--- src/sv/chkdd_pkg.sv ---
// ----------------------------------------------------------------------------
// Checked date difference package
// Word types, status codes, register map and the month offset table.
// ----------------------------------------------------------------------------
`timescale 1ns / 1ps
`default_nettype none

package chkdd_pkg;

  // Field widths
  localparam int unsigned DAY_W  = 6;
  localparam int unsigned MON_W  = 4;
  localparam int unsigned YEAR_W = 12;
  localparam int unsigned KEY_W  = YEAR_W + MON_W + DAY_W;
  localparam int unsigned YOFF_W = YEAR_W + 1;   // signed year offset from 1900
  localparam int unsigned MOFF_W = 9;            // month offset, up to 367
  localparam int unsigned DN_W   = 22;           // signed day number
  localparam int unsigned DELTA_W = DN_W + 1;    // signed day number difference
  localparam int unsigned DIFF_W = 18;

  // Day number constants
  localparam logic [YOFF_W-1:0] BASE_YEAR = YOFF_W'(1900);
  localparam logic [DN_W-1:0]   DAYS_YEAR = DN_W'(365);
  localparam logic [DN_W-1:0]   DN_BIAS   = DN_W'(58);

  // x / 100 as (x * 5243) >> 19, exact for 12-bit x
  localparam int unsigned RCP_W     = 13;
  localparam int unsigned PROD_W    = YEAR_W + RCP_W;
  localparam int unsigned RCP_SHIFT = 19;
  localparam int unsigned CENT_W    = PROD_W - RCP_SHIFT;
  localparam logic [RCP_W-1:0] RCP_100 = RCP_W'(5243);

  // APB register map
  localparam int unsigned APB_AW = 3;
  localparam int unsigned APB_DW = 32;
  localparam logic REG_EARLIEST = 1'b0;
  localparam logic REG_LATEST   = 1'b1;
  localparam logic [YEAR_W-1:0] EARLIEST_RST = YEAR_W'(1900);
  localparam logic [YEAR_W-1:0] LATEST_RST   = YEAR_W'(2300);

  typedef enum logic [1:0] {
    ST_OK        = 2'd0,
    ST_START_BAD = 2'd1,
    ST_END_BAD   = 2'd2,
    ST_ORDER     = 2'd3
  } status_e;

  typedef struct packed {
    logic [DAY_W-1:0]  from_day;
    logic [MON_W-1:0]  from_month;
    logic [YEAR_W-1:0] from_year;
    logic [DAY_W-1:0]  to_day;
    logic [MON_W-1:0]  to_month;
    logic [YEAR_W-1:0] to_year;
  } in_word_t;

  typedef struct packed {
    status_e           status;
    logic [DIFF_W-1:0] day_difference;
  } out_word_t;

  typedef struct packed {
    logic [DAY_W-1:0]  day;
    logic [MON_W-1:0]  month;
    logic [YEAR_W-1:0] year;
  } date_t;

  // Stage load enables for a lane
  typedef struct packed {
    logic s1;
    logic s2;
  } pipe_en_t;

  // What a lane hands to the merge stage
  typedef struct packed {
    logic             ok;
    logic [KEY_W-1:0] key;   // {year, month, day} for ordering
    logic [DN_W-1:0]  dn;    // two's complement day number
  } lane_res_t;

  // (153*m + 2) / 5 with m = month + 12*a - 3, a = (14 - month) / 12
  function automatic logic [MOFF_W-1:0] month_offset(input logic [MON_W-1:0] mon);
    logic [MOFF_W-1:0] off;
    case (mon)
      4'd0:    off = MOFF_W'(275);
      4'd1:    off = MOFF_W'(306);
      4'd2:    off = MOFF_W'(337);
      4'd3:    off = MOFF_W'(0);
      4'd4:    off = MOFF_W'(31);
      4'd5:    off = MOFF_W'(61);
      4'd6:    off = MOFF_W'(92);
      4'd7:    off = MOFF_W'(122);
      4'd8:    off = MOFF_W'(153);
      4'd9:    off = MOFF_W'(184);
      4'd10:   off = MOFF_W'(214);
      4'd11:   off = MOFF_W'(245);
      4'd12:   off = MOFF_W'(275);
      4'd13:   off = MOFF_W'(306);
      4'd14:   off = MOFF_W'(337);
      default: off = MOFF_W'(367);
    endcase
    return off;
  endfunction

endpackage

`default_nettype wire

--- src/sv/chkdd_lane.sv ---
// ----------------------------------------------------------------------------
// Date lane
// Validates one date and computes its day number over two stages.
// ----------------------------------------------------------------------------
`timescale 1ns / 1ps
`default_nettype none

module chkdd_lane
  import chkdd_pkg::*;
(
  input  logic              clk_i,
  input  pipe_en_t          en_i,
  input  date_t             date_i,
  input  logic [YEAR_W-1:0] earliest_i,
  input  logic [YEAR_W-1:0] latest_i,
  output lane_res_t         res_o
);

  // ---- stage 1: validation and year offset ----
  logic [PROD_W-1:0] cent_prod;
  logic [CENT_W-1:0] cent;
  logic [YEAR_W-1:0] rem100;
  logic              leap;
  logic              range_ok, month_ok, day_ok, fit_ok, thirty;
  logic              early_mon;
  logic [YOFF_W-1:0] yoff;

  assign cent_prod = PROD_W'(date_i.year) * PROD_W'(RCP_100);
  assign cent      = cent_prod[PROD_W-1:RCP_SHIFT];
  assign rem100    = date_i.year - YEAR_W'(YEAR_W'(cent) * YEAR_W'(100));
  // divisible by 4, and not by 100 unless by 400
  assign leap      = (date_i.year[1:0] == 2'b00) &&
                     ((rem100 != '0) || (cent[1:0] == 2'b00));

  always_comb begin
    range_ok = (date_i.year >= earliest_i) && (date_i.year <= latest_i);
    month_ok = (date_i.month >= MON_W'(1)) && (date_i.month <= MON_W'(12));
    day_ok   = (date_i.day >= DAY_W'(1)) && (date_i.day <= DAY_W'(31));
    thirty   = date_i.month inside {MON_W'(4), MON_W'(6), MON_W'(9), MON_W'(11)};
    fit_ok   = 1'b1;
    if (date_i.month == MON_W'(2)) begin
      if (date_i.day > DAY_W'(29)) fit_ok = 1'b0;
      if (!leap && (date_i.day > DAY_W'(28))) fit_ok = 1'b0;
    end
    if (thirty && (date_i.day > DAY_W'(30))) fit_ok = 1'b0;
  end

  // January and February count as months of the previous year
  assign early_mon = (date_i.month <= MON_W'(2));
  assign yoff      = {1'b0, date_i.year} - BASE_YEAR - YOFF_W'(early_mon);

  logic              s1_ok_q;
  logic [YOFF_W-1:0] s1_yoff_q;
  logic [MOFF_W-1:0] s1_moff_q;
  logic [DAY_W-1:0]  s1_day_q;
  logic [KEY_W-1:0]  s1_key_q;

  always_ff @(posedge clk_i) begin
    if (en_i.s1) begin
      s1_ok_q   <= range_ok && month_ok && day_ok && fit_ok;
      s1_yoff_q <= yoff;
      s1_moff_q <= month_offset(date_i.month);
      s1_day_q  <= date_i.day;
      s1_key_q  <= {date_i.year, date_i.month, date_i.day};
    end
  end

  // ---- stage 2: day number ----
  // Truncating division of a negative offset is minus the quotient of its magnitude.
  logic              neg;
  logic [YEAR_W-1:0] ymag;
  logic [PROD_W-1:0] ycent_prod;
  logic [CENT_W-1:0] ycent;
  logic [YEAR_W-1:0] corr;
  logic [DN_W-1:0]   yext, corr_s, dn;

  assign neg        = s1_yoff_q[YOFF_W-1];
  assign ymag       = neg ? YEAR_W'(-s1_yoff_q) : s1_yoff_q[YEAR_W-1:0];
  assign ycent_prod = PROD_W'(ymag) * PROD_W'(RCP_100);
  assign ycent      = ycent_prod[PROD_W-1:RCP_SHIFT];
  // y/4 - y/100 + y/400 on the magnitude
  assign corr       = (ymag >> 2) - YEAR_W'(ycent) + YEAR_W'(ycent >> 2);
  assign corr_s     = neg ? -DN_W'(corr) : DN_W'(corr);
  assign yext       = {{(DN_W-YOFF_W){s1_yoff_q[YOFF_W-1]}}, s1_yoff_q};
  assign dn         = yext * DAYS_YEAR + corr_s + DN_W'(s1_day_q) +
                      DN_W'(s1_moff_q) + DN_BIAS;

  always_ff @(posedge clk_i) begin
    if (en_i.s2) begin
      res_o.ok  <= s1_ok_q;
      res_o.key <= s1_key_q;
      res_o.dn  <= dn;
    end
  end

endmodule

`default_nettype wire

--- src/sv/chkdd_merge.sv ---
// ----------------------------------------------------------------------------
// Lane merge and output register
// Picks the status, subtracts the day numbers and holds the result word.
// ----------------------------------------------------------------------------
`timescale 1ns / 1ps
`default_nettype none

module chkdd_merge
  import chkdd_pkg::*;
(
  input  logic      clk_i,
  input  logic      rst_ni,
  input  logic      valid_i,
  input  lane_res_t start_i,
  input  lane_res_t end_i,
  output logic      ready_o,
  output logic      out_valid_o,
  input  logic      out_stall_i,
  output out_word_t out_word_o
);

  logic [DELTA_W-1:0] delta;
  out_word_t          word_d, word_q;
  logic               valid_d, valid_q;

  // Difference with clamping to the field range
  assign delta = {end_i.dn[DN_W-1], end_i.dn} - {start_i.dn[DN_W-1], start_i.dn};

  always_comb begin
    word_d.status         = ST_OK;
    word_d.day_difference = '0;
    if (!start_i.ok) begin
      word_d.status = ST_START_BAD;
    end else if (!end_i.ok) begin
      word_d.status = ST_END_BAD;
    end else if (end_i.key < start_i.key) begin
      word_d.status = ST_ORDER;
    end else if (delta[DELTA_W-1]) begin
      word_d.day_difference = '0;
    end else if (delta[DELTA_W-2:DIFF_W] != '0) begin
      word_d.day_difference = '1;
    end else begin
      word_d.day_difference = delta[DIFF_W-1:0];
    end
  end

  // Output slot frees when empty or taken
  assign ready_o = !valid_q || !out_stall_i;
  assign valid_d = ready_o ? valid_i : valid_q;

  always_ff @(posedge clk_i or negedge rst_ni) begin
    if (!rst_ni) begin
      valid_q <= 1'b0;
    end else begin
      valid_q <= valid_d;
    end
  end

  always_ff @(posedge clk_i) begin
    if (ready_o && valid_i) begin
      word_q <= word_d;
    end
  end

  assign out_valid_o = valid_q;
  assign out_word_o  = word_q;

endmodule

`default_nettype wire

--- src/sv/checked_date_difference.sv ---
// ----------------------------------------------------------------------------
// Checked date difference
// Validates a start and an end date and returns the days between them.
// ----------------------------------------------------------------------------
// Input channel: in_valid_i / in_stall_o with an in_word_t word holding both
// dates. Output channel: out_valid_o / out_stall_i with an out_word_t word
// holding the status and the day difference (zero unless status is ok).
// Both dates go through identical lanes side by side; the merge stage picks
// the status and subtracts the day numbers.
// The edge that takes an input word loads lane stage 1; lane stage 2 and
// the output register follow in turn. Throughput: one word per cycle while the
// receiver does not stall, set by the three-stage pipeline with no loop back.
// When the receiver stalls, the output word holds and the pipeline keeps
// taking words until all three stages are full; only then in_stall_o rises.
// Reset clears all pipeline valids and sets the year range to 1900..2300.
// Year range registers sit on the APB port: earliest_year at 0x0, latest_year
// at 0x4 (paddr[2] selects). Write them only while the block is idle.
// ----------------------------------------------------------------------------
`timescale 1ns / 1ps
`default_nettype none

module checked_date_difference
  import chkdd_pkg::*;
(
  input  logic              clk_i,
  input  logic              rst_ni,
  // input channel
  input  logic              in_valid_i,
  output logic              in_stall_o,
  input  in_word_t          in_word_i,
  // output channel
  output logic              out_valid_o,
  input  logic              out_stall_i,
  output out_word_t         out_word_o,
  // configuration
  input  logic              psel,
  input  logic              penable,
  input  logic              pwrite,
  input  logic [APB_AW-1:0] paddr,
  input  logic [APB_DW-1:0] pwdata,
  output logic [APB_DW-1:0] prdata,
  output logic              pready
);

  // ---- year range registers ----
  logic [YEAR_W-1:0] earliest_q, earliest_d, latest_q, latest_d;
  logic              cfg_wr;
  logic              reg_sel;

  assign pready  = 1'b1;
  assign cfg_wr  = psel && penable && pwrite;
  assign reg_sel = paddr[2];

  always_comb begin
    earliest_d = earliest_q;
    latest_d   = latest_q;
    if (cfg_wr) begin
      case (reg_sel)
        REG_EARLIEST: earliest_d = pwdata[YEAR_W-1:0];
        REG_LATEST:   latest_d   = pwdata[YEAR_W-1:0];
        default:      ;
      endcase
    end
  end

  always_comb begin
    case (reg_sel)
      REG_EARLIEST: prdata = APB_DW'(earliest_q);
      REG_LATEST:   prdata = APB_DW'(latest_q);
      default:      prdata = '0;
    endcase
  end

  always_ff @(posedge clk_i or negedge rst_ni) begin
    if (!rst_ni) begin
      earliest_q <= EARLIEST_RST;
      latest_q   <= LATEST_RST;
    end else begin
      earliest_q <= earliest_d;
      latest_q   <= latest_d;
    end
  end

  // ---- pipeline flow control ----
  logic     s1_valid_q, s1_valid_d, s2_valid_q, s2_valid_d;
  logic     s1_ready, s2_ready, out_ready;
  logic     in_take;
  pipe_en_t lane_en;

  assign s2_ready   = !s2_valid_q || out_ready;
  assign s1_ready   = !s1_valid_q || s2_ready;
  assign in_stall_o = !s1_ready;
  assign in_take    = in_valid_i && s1_ready;

  assign s1_valid_d = s1_ready ? in_valid_i : s1_valid_q;
  assign s2_valid_d = s2_ready ? s1_valid_q : s2_valid_q;

  assign lane_en.s1 = in_take;
  assign lane_en.s2 = s1_valid_q && s2_ready;

  always_ff @(posedge clk_i or negedge rst_ni) begin
    if (!rst_ni) begin
      s1_valid_q <= 1'b0;
      s2_valid_q <= 1'b0;
    end else begin
      s1_valid_q <= s1_valid_d;
      s2_valid_q <= s2_valid_d;
    end
  end

  // ---- date lanes ----
  date_t     start_date, end_date;
  lane_res_t start_res, end_res;

  assign start_date = '{day: in_word_i.from_day, month: in_word_i.from_month,
                        year: in_word_i.from_year};
  assign end_date   = '{day: in_word_i.to_day, month: in_word_i.to_month,
                        year: in_word_i.to_year};

  chkdd_lane u_lane_start (
    .clk_i      (clk_i),
    .en_i       (lane_en),
    .date_i     (start_date),
    .earliest_i (earliest_q),
    .latest_i   (latest_q),
    .res_o      (start_res)
  );

  chkdd_lane u_lane_end (
    .clk_i      (clk_i),
    .en_i       (lane_en),
    .date_i     (end_date),
    .earliest_i (earliest_q),
    .latest_i   (latest_q),
    .res_o      (end_res)
  );

  // ---- merge and output register ----
  chkdd_merge u_merge (
    .clk_i       (clk_i),
    .rst_ni      (rst_ni),
    .valid_i     (s2_valid_q),
    .start_i     (start_res),
    .end_i       (end_res),
    .ready_o     (out_ready),
    .out_valid_o (out_valid_o),
    .out_stall_i (out_stall_i),
    .out_word_o  (out_word_o)
  );

endmodule

`default_nettype wire

--- config.mk ---
export PLATFORM = sky130hd
export DESIGN_NAME = checked_date_difference
export DESIGN_NICKNAME = d
export VERILOG_FILES = /design/src/sv/chkdd_pkg.sv /design/src/sv/chkdd_lane.sv /design/src/sv/chkdd_merge.sv /design/src/sv/checked_date_difference.sv
export SDC_FILE = /design/constraint.sdc
export NUM_CORES = 2
export LEC_CHECK = 0
export BUFFER_PORTS_ARGS = -buffer_cell sky130_fd_sc_hd__buf_2
export CAP_MARGIN = 20
export CORE_MARGIN = 3
export CORE_UTILIZATION = 55
export DETAILED_ROUTE_END_ITERATION = 8
export PLACE_DENSITY = 0.72
export SYNTH_ARGS = -nofsm -noshare
export SYNTH_HDL_FRONTEND = slang
export SYNTH_HIERARCHICAL = 1
export SYNTH_SLANG_ARGS = --single-unit
--- constraint.sdc ---
create_clock -name clk_i -period 39 [get_ports clk_i]
set_input_delay 3.9 -clock clk_i [delete_from_list [all_inputs] [get_ports clk_i]]
set_output_delay 3.9 -clock clk_i [all_outputs]
set_load 0.01 [all_outputs]
==> metrics.md <==
| Metric | Value |
|---|---|
| Status | `finished clean` |
| CP Capture Type | `flip-flop` |
| Cell with the most instances after synthesis | `inv_1` |
| FMAX | `0.0633 GHz` |
| Critical path startpoint | `u_lane_end/s1_yoff_q[0]$_DFFE_PP_` |
| Max cap viols | `0` |
| Worst hold start | `u_lane_start/s1_key_q[8]$_DFFE_PP_` |
| I/O pin count | `141` |
| CP Buf/Inv Count | `8` |
| Share of layout cells above drive strength 1 | `8.24%` |
| CP max-delay cell | `edfxtp_1` |
| Layout Skew | `30.4 ps` |
| Max Root-Sink Buffers | `3` |
| Synth cell count leaders | `inv_1, ha_1, fa_1` |
| Total gr overflow | `0` |
| Sequential share of the synthesized area | `18.9%` |
| Mapped cell area | `35500 µm²` |
| Final Max Slew Viols | `0` |
| PnR worst setup slack | `23190 ps` |
| Vias/cell | `5.33` |
| Skew-Pair Late Insertion Delay | `560 ps` |
| CTS buffer count | `24` |
| Die width | `260 µm` |
| Total Wirelength | `72.1 mm` |
| Top cell type by total area after synthesis | `ha_1` |
| Post-synth EDFFs | `200` |
| Period utilization | `40.5%` |
| Clock sink count | `227` |
| Root Buffer | `clkbuf_16` |
| Vias | `24.0k` |
| Hold Buf Count CTS | `0` |
| NumNets Final | `4815` |
| Setup violators final | `0` |
| Final hold violations | `0` |
| First-pass GRT wire length | `122 mm` |
| Syn Inst Count | `3537` |
| FFs w/ async S/R, synth | `11.9%` |
| Crit path launch type | `flip-flop` |
| Crit Path Category | `flip-flop to flip-flop` |
| Tightest Pin Transition | `1060 ps` |
| Critical path fanouts, max | `14` |
| Row count | `92` |
| Initial antenna violation count | `4` |
| R2r startpoint | `u_lane_end/s1_yoff_q[0]$_DFFE_PP_` |
| Ys flop type | `edfxtp_1` |
| RSZ-0062 raised after global routing | `no` |
| CP delay by family, top | `adder cells` |
| # DRC | `0` |
| Top cells by area, synth | `ha_1, fa_1, edfxtp_1` |
| Mapped Avg Cell Area | `10.0 µm²` |
| Area Growth Syn to Fin | `6.21%` |
| Critical Path RT | `39280 ps` |
| Antenna-violating nets left | `0` |
| CP dominant cell by count | `fa_1` |
| PostCTS Resize Cnt | `0` |
| First drt pass iteration count | `5` |
| Slew margin rel. | `29.3%` |
| Drt initial violations | `1297` |
| GPL Wtd Cong | `0.894` |
| Post-CTS setup buffer count | `0` |
| Tot GR Track Use | `22.1%` |
| Synth cell types | `128` |
| Sum of negative setup slack | `0 ps` |
| Die Y | `260 µm` |
| PortBufs | `97` |
| Min Clock Period, post-route | `15810 ps` |
| H-Tree Depth | `1` |
| Core area | `63400 µm²` |
| Wire length per cell | `16.0 µm` |
| Seq cells post-synth | `227` |
| Detailed placement HPWL | `61.6 mm` |
| Hold Crit Class | `flip-flop to flip-flop` |
| Yosys top cell area share | `26.2%` |
| Non-Filler Instances | `4503` |
| Dpl cells | `4457` |
| Clock transition at the registers of the reported paths | `80 ps` |
| Setup WS pre-CTS | `23380 ps` |
| CTS tree | `yes` |
| Die area | `67500 µm²` |
| Ys Warns | `6` |
| Number of global-route vias before repair | `24.4k` |
| Initial Util | `55.9%` |
| Crit path DAT | `16090 ps` |
| Worst path max stage delay | `780 ps` |
| Largest net degree at the start of global routing | `63` |
## worst register-to-register path: cells and delay by family (launching register included)
kind | cells | cell delay, ps
muxes | 1 | 370
and+or+nand+nor | 6 | 840
AOI/OAI and AO/OA | 14 | 3740
buffers and inverters | 8 | 1340
DFF | 1 | 780
adders and majority gates | 15 | 6710
xor gates and xnor gates | 5 | 1780
## cells in the final DEF, fill, tap and decap left out, types with 28 or more instances in the layout
master,synthesis,final
buf_2,4,97
mux2_2,29,29
nor2b_1,28,28
nand2_1,113,113
xnor2_1,157,157
a21oi_1,132,132
xor2_1,40,40
nand3_1,51,51
o21ai_0,91,91
a21o_1,49,49
edfxtp_1,200,200
nand2b_1,33,33
ha_1,743,743
nor3_1,40,40
inv_1,908,908
fa_1,349,349
nor2_1,99,99
## final cells by class
| class | count | area [µm²] |
|---|---|---|
| multi-input combinational | 2367 | 25100 |
| clock buffer | 27 | 612 |
| sequential | 227 | 6700 |
| clock inverter | 16 | 226 |
| tap | 846 | 1060 |
| inverter | 911 | 3420 |
| antenna | 3 | 7.51 |
| fill | 5313 | 25800 |
| timing repair buffer | 106 | 553 |
## flip-flops by register name (all words and copies together) (netlist names), 12 cells and up
name	cells
u_merge/out_word_o	20
u_lane_start/s1_key_q	17
latest_q	12
u_lane_end/res_o	45
u_lane_end/s1_yoff_q	13
u_lane_end/s1_key_q	17
u_lane_start/res_o	45
earliest_q	12
u_lane_start/s1_yoff_q	13
## layer usage
layer  vias up  part of all wire (%)  wire length [µm]  GRT usage, %
li1      11858                     -                 -             -
met1     11629                    48             34400          31.5
met2       428                    46             33400          36.6
met3        68                   4.6              3310          3.16
met4         2                   1.3               947          3.05
met5         -                 0.018                13             0
## kinds of logic (layout without fill, tap and decap cells)
group                      Yosys count  count (layout)  share of synthesized area (%)
AOI/OAI and AO/OA                  477             477                           9.42
xor gates and xnor gates           204             204                           5.22
adders and majority gates         1096            1096                           46.1
buffers and inverters              962            1060                           10.6
DFF                                227             227                           18.9
muxes                               51              51                           1.84
other                                2              24                         0.0212
and+or+nand+nor                    518             518                           7.97
## final timing paths
kind | to | slack (ps) | cells past startpoint
max in group asynchronous | s1_valid_q$_DFFE_PN0P_ | 35250 | 1
min in group asynchronous | earliest_q[7]$_DFFE_PN0P_ | 3350 | 1
worst min-delay path | u_lane_start/res_o[30]$_DFFE_PP_ | 410 | 0
worst max-delay path | u_lane_end/res_o[21]$_DFFE_PP_ | 23190 | 49
worst min register to register | u_lane_start/res_o[30]$_DFFE_PP_ | 410 | 0
worst max register to register | u_lane_end/res_o[21]$_DFFE_PP_ | 23190 | 49
## through the flow
stage               instance area (µm²)  hold WS (ps)  util, %
finish                            37700           405     59.4
global route                      37600           417     59.4
CTS                               37600           409     59.4
detailed placement                36800           405     58.0
global placement                  36800           401     58.0
floorplan                         35500           400        -
Power is left out: the tool's default activity adds up to more than one toggle a clock period on the data nets, which glitch-free logic cannot reach.
